<file path="config.mk">
export PLATFORM = sky130hd
export DESIGN_NAME = lab_split_toning_pixel
export DESIGN_NICKNAME = d
export VERILOG_FILES = /design/src/hdl/slt_pkg.sv /design/src/hdl/slt_cfg.sv /design/src/hdl/slt_weight.sv /design/src/hdl/slt_blend.sv /design/src/hdl/lab_split_toning_pixel.sv
export SDC_FILE = /design/constraint.sdc
export NUM_CORES = 2
export LEC_CHECK = 0
export ABC_AREA = 1
export BUFFER_PORTS_ARGS = -buffer_cell sky130_fd_sc_hd__buf_2
export CORE_ASPECT_RATIO = 1.1
export CORE_MARGIN = 2
export CORE_UTILIZATION = 56
export CTS_BUF_LIST = sky130_fd_sc_hd__clkbuf_4
export DETAILED_ROUTE_END_ITERATION = 8
export HOLD_SLACK_MARGIN = 0.12
export MAX_ROUTING_LAYER = met4
export PLACE_DENSITY_LB_ADDON = 0.25
export RECOVER_POWER = 50
export SLEW_MARGIN = 5
export SYNTH_ARGS = -nofsm -noshare
export SYNTH_HDL_FRONTEND = slang
export SYNTH_SLANG_ARGS = --single-unit
</file>
<file path="constraint.sdc">
create_clock -name clk -period 20.3 [get_ports clk]
set_input_delay 2.03 -clock clk [delete_from_list [all_inputs] [get_ports clk]]
set_output_delay 2.03 -clock clk [all_outputs]
set_load 0.005 [all_outputs]
</file>
<file path="src/hdl/slt_pkg.sv">
package slt_pkg;

  typedef struct packed {
    logic [14:0]        lightness;
    logic signed [15:0] chroma_a;
    logic signed [15:0] chroma_b;
    logic [15:0]        extra_channel;
    logic               end_of_frame;
  } pix_in_t;

  typedef struct packed {
    logic [14:0]        out_lightness;
    logic signed [15:0] out_chroma_a;
    logic signed [15:0] out_chroma_b;
    logic [15:0]        out_extra_channel;
    logic               out_end_of_frame;
  } pix_out_t;

  typedef struct packed {
    logic signed [15:0] shadow_tint_a;
    logic signed [15:0] shadow_tint_b;
    logic signed [15:0] highlight_tint_a;
    logic signed [15:0] highlight_tint_b;
    logic [14:0]        balance_level;
    logic [14:0]        compress_width;
  } cfg_t;

  // weight stage to blend stage
  typedef struct packed {
    logic               valid;
    logic [16:0]        ra;
    logic signed [15:0] ta;
    logic signed [15:0] tb;
    pix_in_t            pix;
  } wt_t;

  typedef enum logic [2:0] {
    CFG_SHADOW_A    = 3'd0,
    CFG_SHADOW_B    = 3'd1,
    CFG_HIGHLIGHT_A = 3'd2,
    CFG_HIGHLIGHT_B = 3'd3,
    CFG_BALANCE     = 3'd4,
    CFG_COMPRESS    = 3'd5
  } cfg_idx_t;

  localparam logic [14:0] BALANCE_RST  = 15'd12800;
  localparam logic [14:0] COMPRESS_RST = 15'd8448;

  // weight = min(1, d / 25600) in Q16; below saturation it is floor((64d + 12) / 25)
  localparam logic [16:0] RA_ONE      = 17'd65536;
  localparam logic [17:0] SAT_DIST    = 18'd25600;
  localparam logic [20:0] RA_BIAS     = 21'd12;
  localparam logic [21:0] DIV_C       = 22'd25;
  localparam int          RECIP_SHIFT = 26;
  localparam logic [21:0] RECIP_K     = 22'd2684354;

endpackage

</file>
<file path="src/hdl/slt_cfg.sv">
module slt_cfg (
  input  logic                clk,
  input  logic                rst_n,
  input  logic                wr_en,
  input  logic [2:0]          wr_index,
  input  logic [15:0]         wr_data,
  output slt_pkg::cfg_t       cfg
);
  import slt_pkg::*;

  cfg_t cfg_r;
  cfg_t cfg_nxt;

  always_comb begin
    cfg_nxt = cfg_r;
    if (wr_en) begin
      case (cfg_idx_t'(wr_index))
        CFG_SHADOW_A:    cfg_nxt.shadow_tint_a    = wr_data;
        CFG_SHADOW_B:    cfg_nxt.shadow_tint_b    = wr_data;
        CFG_HIGHLIGHT_A: cfg_nxt.highlight_tint_a = wr_data;
        CFG_HIGHLIGHT_B: cfg_nxt.highlight_tint_b = wr_data;
        CFG_BALANCE:     cfg_nxt.balance_level    = wr_data[14:0];
        CFG_COMPRESS:    cfg_nxt.compress_width   = wr_data[14:0];
        default:         cfg_nxt = cfg_r;
      endcase
    end
  end

  always_ff @(posedge clk) begin
    if (!rst_n) begin
      cfg_r.shadow_tint_a    <= '0;
      cfg_r.shadow_tint_b    <= '0;
      cfg_r.highlight_tint_a <= '0;
      cfg_r.highlight_tint_b <= '0;
      cfg_r.balance_level    <= BALANCE_RST;
      cfg_r.compress_width   <= COMPRESS_RST;
    end else begin
      cfg_r <= cfg_nxt;
    end
  end

  assign cfg = cfg_r;

endmodule

</file>
<file path="src/hdl/slt_weight.sv">
module slt_weight (
  input  logic             clk,
  input  logic             rst_n,
  input  logic             in_valid,
  input  slt_pkg::pix_in_t in_pix,
  input  slt_pkg::cfg_t    cfg,
  output slt_pkg::wt_t     wt
);
  import slt_pkg::*;

  logic signed [17:0] l2, b2, w, lo, hi, gap;
  logic               below, above, sat;
  logic [20:0]        m;

  // stage 1: band test, distance
  logic               v1_r, out1_r, sat1_r;
  logic [20:0]        m1_r;
  logic signed [15:0] ta1_r, tb1_r;
  pix_in_t            pix1_r;

  // stage 2: reciprocal product
  logic               v2_r, out2_r, sat2_r;
  logic [20:0]        m2_r;
  logic [42:0]        prod2_r;
  logic signed [15:0] ta2_r, tb2_r;
  pix_in_t            pix2_r;

  // stage 3: quotient correction
  logic [16:0]        q0, q;
  logic [21:0]        q25, rem;
  wt_t                wt_r, wt_nxt;

  always_comb begin
    l2    = $signed({2'b00, in_pix.lightness, 1'b0});
    b2    = $signed({2'b00, cfg.balance_level, 1'b0});
    w     = $signed({3'b000, cfg.compress_width});
    lo    = b2 - w;
    hi    = b2 + w;
    below = l2 < lo;
    above = l2 > hi;
    gap   = below ? (lo - l2) : (l2 - hi);
    sat   = gap >= $signed(SAT_DIST);
    m     = {gap[14:0], 6'b0} + RA_BIAS;
  end

  always_ff @(posedge clk) begin
    if (!rst_n) begin
      v1_r <= 1'b0;
      v2_r <= 1'b0;
    end else begin
      v1_r <= in_valid;
      v2_r <= v1_r;
    end
  end

  always_ff @(posedge clk) begin
    out1_r  <= below | above;
    sat1_r  <= sat;
    m1_r    <= m;
    ta1_r   <= below ? cfg.shadow_tint_a : cfg.highlight_tint_a;
    tb1_r   <= below ? cfg.shadow_tint_b : cfg.highlight_tint_b;
    pix1_r  <= in_pix;

    out2_r  <= out1_r;
    sat2_r  <= sat1_r;
    m2_r    <= m1_r;
    prod2_r <= {22'b0, m1_r} * {21'b0, RECIP_K};
    ta2_r   <= ta1_r;
    tb2_r   <= tb1_r;
    pix2_r  <= pix1_r;
  end

  always_comb begin
    q0  = prod2_r[RECIP_SHIFT+16:RECIP_SHIFT];
    q25 = {5'b0, q0} * DIV_C;
    rem = {1'b0, m2_r} - q25;
    q   = (rem >= DIV_C) ? (q0 + 17'd1) : q0;
    wt_nxt.valid = v2_r;
    wt_nxt.ra    = !out2_r ? 17'd0 : (sat2_r ? RA_ONE : q);
    wt_nxt.ta    = ta2_r;
    wt_nxt.tb    = tb2_r;
    wt_nxt.pix   = pix2_r;
  end

  always_ff @(posedge clk) begin
    if (!rst_n) begin
      wt_r.valid <= 1'b0;
    end else begin
      wt_r.valid <= wt_nxt.valid;
    end
    wt_r.ra  <= wt_nxt.ra;
    wt_r.ta  <= wt_nxt.ta;
    wt_r.tb  <= wt_nxt.tb;
    wt_r.pix <= wt_nxt.pix;
  end

  assign wt = wt_r;

endmodule

</file>
<file path="src/hdl/slt_blend.sv">
module slt_blend (
  input  logic               clk,
  input  logic               rst_n,
  input  logic               in_valid,
  input  logic signed [15:0] x,
  input  logic signed [15:0] tint,
  input  logic [16:0]        ra,
  output logic               out_valid,
  output logic signed [15:0] y
);
  import slt_pkg::*;

  // y = floor((x * 2^16 + (tint - x) * ra + 2^15) / 2^16)
  logic signed [16:0] diff;
  logic signed [34:0] prod;
  logic               va_r, vb_r;
  logic signed [34:0] prod_r;
  logic signed [15:0] x_r;
  logic signed [35:0] sum;
  logic signed [15:0] y_r;

  always_comb begin
    diff = 17'(tint) - 17'(x);
    prod = 35'(diff) * 35'($signed({1'b0, ra}));
    sum  = 36'($signed({x_r, 16'b0})) + 36'(prod_r) + 36'sd32768;
  end

  always_ff @(posedge clk) begin
    if (!rst_n) begin
      va_r <= 1'b0;
      vb_r <= 1'b0;
    end else begin
      va_r <= in_valid;
      vb_r <= va_r;
    end
  end

  always_ff @(posedge clk) begin
    prod_r <= prod;
    x_r    <= x;
    y_r    <= sum[31:16];
  end

  assign out_valid = vb_r;
  assign y         = y_r;

endmodule

</file>
<file path="src/hdl/lab_split_toning_pixel.sv">
//  channel  ports                                    direction
//  input    start, busy, in_data                     pixel in
//  result   out_valid, out_data                      toned pixel out
//  config   cfg_valid, cfg_ready, cfg_index, cfg_data register write
//
//  One pixel per clock; each input transfer yields one result transfer.
//  The five stages: band test, reciprocal multiply, weight correction,
//  blend multiply, round. busy stays low and cfg_ready stays high.
//  Synchronous active-low reset clears the valid bits and loads register defaults.
//  The receiver cannot stall, so the pipeline always advances.
module lab_split_toning_pixel (
  input  logic              clk,
  input  logic              rst_n,
  input  logic              start,
  output logic              busy,
  input  slt_pkg::pix_in_t  in_data,
  output logic              out_valid,
  output slt_pkg::pix_out_t out_data,
  input  logic              cfg_valid,
  output logic              cfg_ready,
  input  logic [2:0]        cfg_index,
  input  logic [15:0]       cfg_data
);
  import slt_pkg::*;

  cfg_t               cfg;
  wt_t                wt;
  logic               va, vb;
  logic signed [15:0] ya, yb;
  pix_in_t            pix4_r, pix5_r;

  assign busy      = 1'b0;
  assign cfg_ready = 1'b1;

  slt_cfg u_cfg (
    .clk      (clk),
    .rst_n    (rst_n),
    .wr_en    (cfg_valid & cfg_ready),
    .wr_index (cfg_index),
    .wr_data  (cfg_data),
    .cfg      (cfg)
  );

  slt_weight u_weight (
    .clk      (clk),
    .rst_n    (rst_n),
    .in_valid (start & ~busy),
    .in_pix   (in_data),
    .cfg      (cfg),
    .wt       (wt)
  );

  slt_blend u_blend_a (
    .clk       (clk),
    .rst_n     (rst_n),
    .in_valid  (wt.valid),
    .x         (wt.pix.chroma_a),
    .tint      (wt.ta),
    .ra        (wt.ra),
    .out_valid (va),
    .y         (ya)
  );

  slt_blend u_blend_b (
    .clk       (clk),
    .rst_n     (rst_n),
    .in_valid  (wt.valid),
    .x         (wt.pix.chroma_b),
    .tint      (wt.tb),
    .ra        (wt.ra),
    .out_valid (vb),
    .y         (yb)
  );

  always_ff @(posedge clk) begin
    pix4_r <= wt.pix;
    pix5_r <= pix4_r;
  end

  always_comb begin
    out_valid                  = va & vb;
    out_data.out_lightness     = pix5_r.lightness;
    out_data.out_chroma_a      = ya;
    out_data.out_chroma_b      = yb;
    out_data.out_extra_channel = pix5_r.extra_channel;
    out_data.out_end_of_frame  = pix5_r.end_of_frame;
  end

endmodule
</file>
Word level (Yosys, flattened, before mapping) --
Cells that the tools add are included. Widths: inputs -> output; s select.
Word-level totals: latch bits 0, logic and storage cells 94, bits of input ports 87, flip-flop bits (word level) 684, RAM bits 0, output and inout bits 67, memories kept 0, bits in read-only memories 0
Operators by class: eq/ne operators 5, reduce and logical (&&, ||, !) cells 8, shift operators 0, bitwise gates (word level) 2, multiply operators 4, mux-type cells 5, magnitude comparators 4, divide/modulo/power cells 0, $add $sub $neg 13
Operator list (number):
- $add 32x17->32 const B | 2
- $add 32x32->32 | 2
- $mul 17x18->32 | 2
- $mul 21x21->42 const B | 1
- $mux 17 | 2
- $sub 16x16->17 | 2
- $mux 16 | 2
- $ge 22x5->1 const B | 1
- $mul 17x5->22 const B | 1
- $sub 21x22->22 | 1
- $add 21x4->21 const B | 1
- $ge 18x16->1 const B | 1
- $gt 17x18->1 | 1
- $lt 17x18->1 | 1
- $mux 18 | 1
- $sub 17x18->18 | 1
- $sub 18x17->18 | 1
- $add 16x15->17 | 1
- $add 17x1->17 const B | 1
- $sub 16x15->17 | 1
- $reduce_and 2->1 | 6
- $eq 3x2->1 const B | 2
- $eq 3x3->1 const B | 2
- $eq 3x1->1 const B | 1
- 4 further kinds | 4

Depth between registers and ports, before layout --
depth in word-level cells 5, mapped depth 39

Hierarchy --
From an unflattened synthesis, not the netlist that was laid out.
Second synthesis, totals: cells, all modules 5995, area, all modules 50056.8 µm²
Modules (own cells, without submodules):
- slt_weight | times used 1, area each 20761.2 µm², cells an instance 2300
- slt_blend (u_blend_b) | times used 1, area each 12189.2 µm², cells an instance 1562
- slt_blend (u_blend_a) | times used 1, area each 12019.0 µm², cells an instance 1526
- slt_cfg | times used 1, area each 3776.1 µm², cells an instance 537
- lab_split_toning_pixel | times used 1, area each 1311.3 µm², cells an instance 70

Worst setup path after synthesis --
No wires, ideal clock.
path kind reg-to-reg, from register u_weight.wt_r, in the netlist u_weight.wt[64], to register u_blend_b.prod_r[29], arrival 6.671 ns, slack 13.506 ns, stages on the path, launching flop included 34, path through dfxtp_1 inv_1 ha_1 fa_1 inv_1 nand2_1 nand2_1 o21ai_0 o21ai_1 or2_2 nand2_1 inv_1 clkbuf_1 nand2_1 fa_1 inv_1 fa_1 inv_1 fa_1 inv_1 fa_1 fa_1 inv_1 fa_1 inv_1 ha_1 nand2_1 nor4_1 o21ai_0 nand3_1 nand2_1 o211ai_1 a21oi_1 xor2_1
On the way: word-level cells in the longest chain between the ends 2
Ends and longest elaborated chain:
- from (decl) | RTL line slt_weight.sv:31 | wt_t wt_r, wt_nxt;
- $sub 16x16->17 | RTL line slt_blend.sv:23 | diff = 17'(tint) - 17'(x);
- $mul 17x18->32 | RTL line slt_blend.sv:24 | prod = 35'(diff) * 35'($signed({1'b0, ra}));
- via u_blend_b.prod[29] | RTL line slt_blend.sv:15 | logic signed [34:0] prod;
- to (signal assigned) | RTL line slt_blend.sv:39 | prod_r <= prod;
- to (decl) | RTL line slt_blend.sv:17 | logic signed [34:0] prod_r;
The timed path passes the listed nets, and every way through them passes these cells. A chain may end at the register's enable or synchronous reset.

Final worst setup path --
from register u_weight.wt_r, in the netlist u_weight.wt[64], to register u_blend_b.prod_r[27]
Same word-level chain as after synthesis.

==> out/results.ini <==
[worst_setup_path]
timing.critical_path.from_type=flop
cp_top_family=adder cells
ff2ff_path_depth=31
reg2reg_setup_slack_ps=12410
critical-path-top-cell-by-count=nand2_1
critPathMaxStageDelay_ps=560
path_buf_inv=6
reg2reg_capture_point=u_blend_b.prod_r[27]$_DFF_P_
critPathKind=reg2reg
source_of_the_worst_register_to_register_timing_path=u_weight.wt[64]$_DFF_P_
worstPathMaxFanout=15
timing.critical_path.arrival_ps=8720
critical_path_required_ps=21130
worst_setup_path_end_kind=flop
cpMaxStageDelayCell=fa_1

[sta]
setup_violations=0
finalCritPeriodShare_pct=38.87
fmax_mhz=126.7
rsz_0062_raised_after_global_routing=no
final_skew_ps=102.7
final_min_period_ps=7891
timing.final.max_slew_violations=0
relSlewSlack_pct=25.57
fin_tns_setup_ps=0
hold-worst-slack_ps=280.3
finalHoldViolations=0
timing_worst_slew_pin_value_ps=1112

[place]
place.port_buffers=151
post-place-cells=6766
place.gp.congestion=0.9566
hpwl_um=92810

[cts]
clock_tree_from_tritoncts=built
cts.repair.resized=0
clk_latency_ps=920
cts-hold-fix-buffers=0
path_clk_slew_ps=70
total_cts_buffers=148
post_cts_setup_bufs=0
clock_sink_count=617
htree_levels=4
buffer_depth_of_the_longest_clock_path=3
cts_root_buffer=clkbuf_4

[floorplan]
core.rowCount=112
io-pin-count=154
initial_utilization_pct=56.61
die_height_um=311.5
fp.coreArea_um2=85060
fp.dieArea_um2=88350
die_w_um=283.6

[logic_synthesis]
syn-cell-area_um2=48150
synthesis.instances=5568
synth.lib_cells_used.distinct=58
ys.flop_type=dfxtp_1
synth_xor_xnor_area_share_pct=2.783
postSynthRegisterBits=617
synth_enable_flop_cells=0
largest_family_of_logic_cells_by_synthesized_area=adder cells
yosys_warnings=0
multiplexer_fraction_of_the_synthesized_cell_area_pct=0
post_synth.cell_area_avg_um2=8.648
synth-seq-area-share_pct=25.65
async_flop_share_pct=0
share_of_the_synthesized_area_in_compound_gates_ao_oa_aoi_oai_pct=6.431
adder_cell_share_of_the_synthesized_area_pct=40.17
synth-simple-area-share_pct=14.70
synth_fp_nets=6845

[global_routing]
grt_pass1_wl_um=193400
grt.overflow.total=0
grt_max_degree=100
antenna_violations_before_repair=8
groute.usage.overall_pct=28.31
via_count_of_the_first_global_routing_pass=37790

[route]
route.antenna.remaining_nets=0
wl_per_cell_um=16.91
detail_route.first_pass.iterations=9
routed_wire_length_um=118800
post-route-drc-count=0
via_per_inst=5.185
num_vias=36420
detailedRoute.firstIterationViolations=2054

[layout]
final_layout_size_suffix_gt1_share_pct=8.169
synthToLayoutAreaGrowth_pct=7.811
final_cell_mix=inv_1, nand2_1, dfxtp_1, ha_1, fa_1
num-nets-final=7053
core_utilization_of_the_finished_layout_pct=61.03
multi_input_comb_area_um2=30870
sequential_cell_area_um2=12350
num-fill-cells=7529
layout_commonest_cell=inv_1
post_route_non_filler_standard_cell_count=7024

[min_path]
cells_on_worst_hold_path=0
hold_path_startpoint=u_weight.pix2_r[49]$_DFF_P_
timing.hold.worst.class=reg2reg
timing.hold.worst_endpoint=u_weight.wt[49]$_DFF_P_

[run_status]
status=complete, no violations

[run]
drv.max_cap_violation_count=0

-- cell type report --
type | count | share of cell area, %
Multi-Input combinational cell | 3655 | 59.48
Sequential cell | 617 | 23.79
Timing Repair Buffer | 184 | 1.933
Tap cell | 1140 | 2.748
Clock buffer | 199 | 2.878
Clock inverter | 51 | 0.6725
Antenna cell | 8 | 0.03856
Inverter | 1170 | 8.460
-- synthesized netlist by cell type, drive strengths merged (27+ instances only) --
library cell  number  area (um^2)
nand4             27        190.2
xor2             108        945.9
dfxtp            617        12350
clkbuf            98        371.6
nor2             574         2182
nor3              29        150.1
nand2            947         3607
fa               593        11870
o21ai            224         1136
ha               597         7470
xnor2             45        394.1
buf               28        172.7
inv             1162         4362
a21oi            239         1207
nand3            123        635.6
-- how the worst max path moves through the flow --
stage                     depth (start not counted)                      endpoint  slack [ps]               startpoint
after floorplan                                  33  u_blend_b.prod_r[29]$_DFF_P_       13510  u_weight.wt[64]$_DFF_P_
after global placement                           32  u_blend_b.prod_r[29]$_DFF_P_       12640  u_weight.wt[64]$_DFF_P_
after detailed placement                         31  u_blend_b.prod_r[27]$_DFF_P_       12550  u_weight.wt[64]$_DFF_P_
after CTS                                        31  u_blend_b.prod_r[27]$_DFF_P_       12510  u_weight.wt[64]$_DFF_P_
after global routing                             32  u_blend_b.prod_r[28]$_DFF_P_       11900  u_weight.wt[64]$_DFF_P_
final                                            31  u_blend_b.prod_r[27]$_DFF_P_       12410  u_weight.wt[64]$_DFF_P_
-- state kept, by name, indices dropped and copies added (netlist names), 17 cells and up --
name / cells
out_data: 32
u_weight.prod2_r: 18
u_weight.pix2_r: 64
u_cfg.cfg: 94
pix4_r: 32
u_blend_b.prod_r: 17
u_weight.wt: 114
u_weight.pix1_r: 64
u_blend_a.prod_r: 17
-- metal layers --
layer | track usage [%] | routed length, um | vias up
li1 | - | - | 17490
met1 | 34.11 | 49030 | 17570
met2 | 47.43 | 58160 | 1079
met3 | 4.136 | 6390 | 283
met4 | 12.17 | 5221 | 0
met5 | - | 0 | -
-- cell families (layout without fill, tap and decap cells) --
logic type	count (synthesis)	count (layout)
other	2	10
buffers and inverters	1296	1604
adder cells (fa/ha/maj)	1190	1190
AND/OR/NAND/NOR	1746	1746
flip-flops	617	617
XOR/XNOR	153	153
AO/OA/AOI/OAI	564	564
-- metrics by stage --
step           setup WS (ps)  cell area, um^2
3_3_place_gp           12640            50050
5_1_grt                11900            51910
4_1_cts                12510            51890
6_report               12410            51910
2_1_floorplan          13510            48150
3_5_place_dp           12550            50050
Power is left out: the tool's default activity adds up to more than one toggle a clock period on the data nets, which glitch-free logic cannot reach.
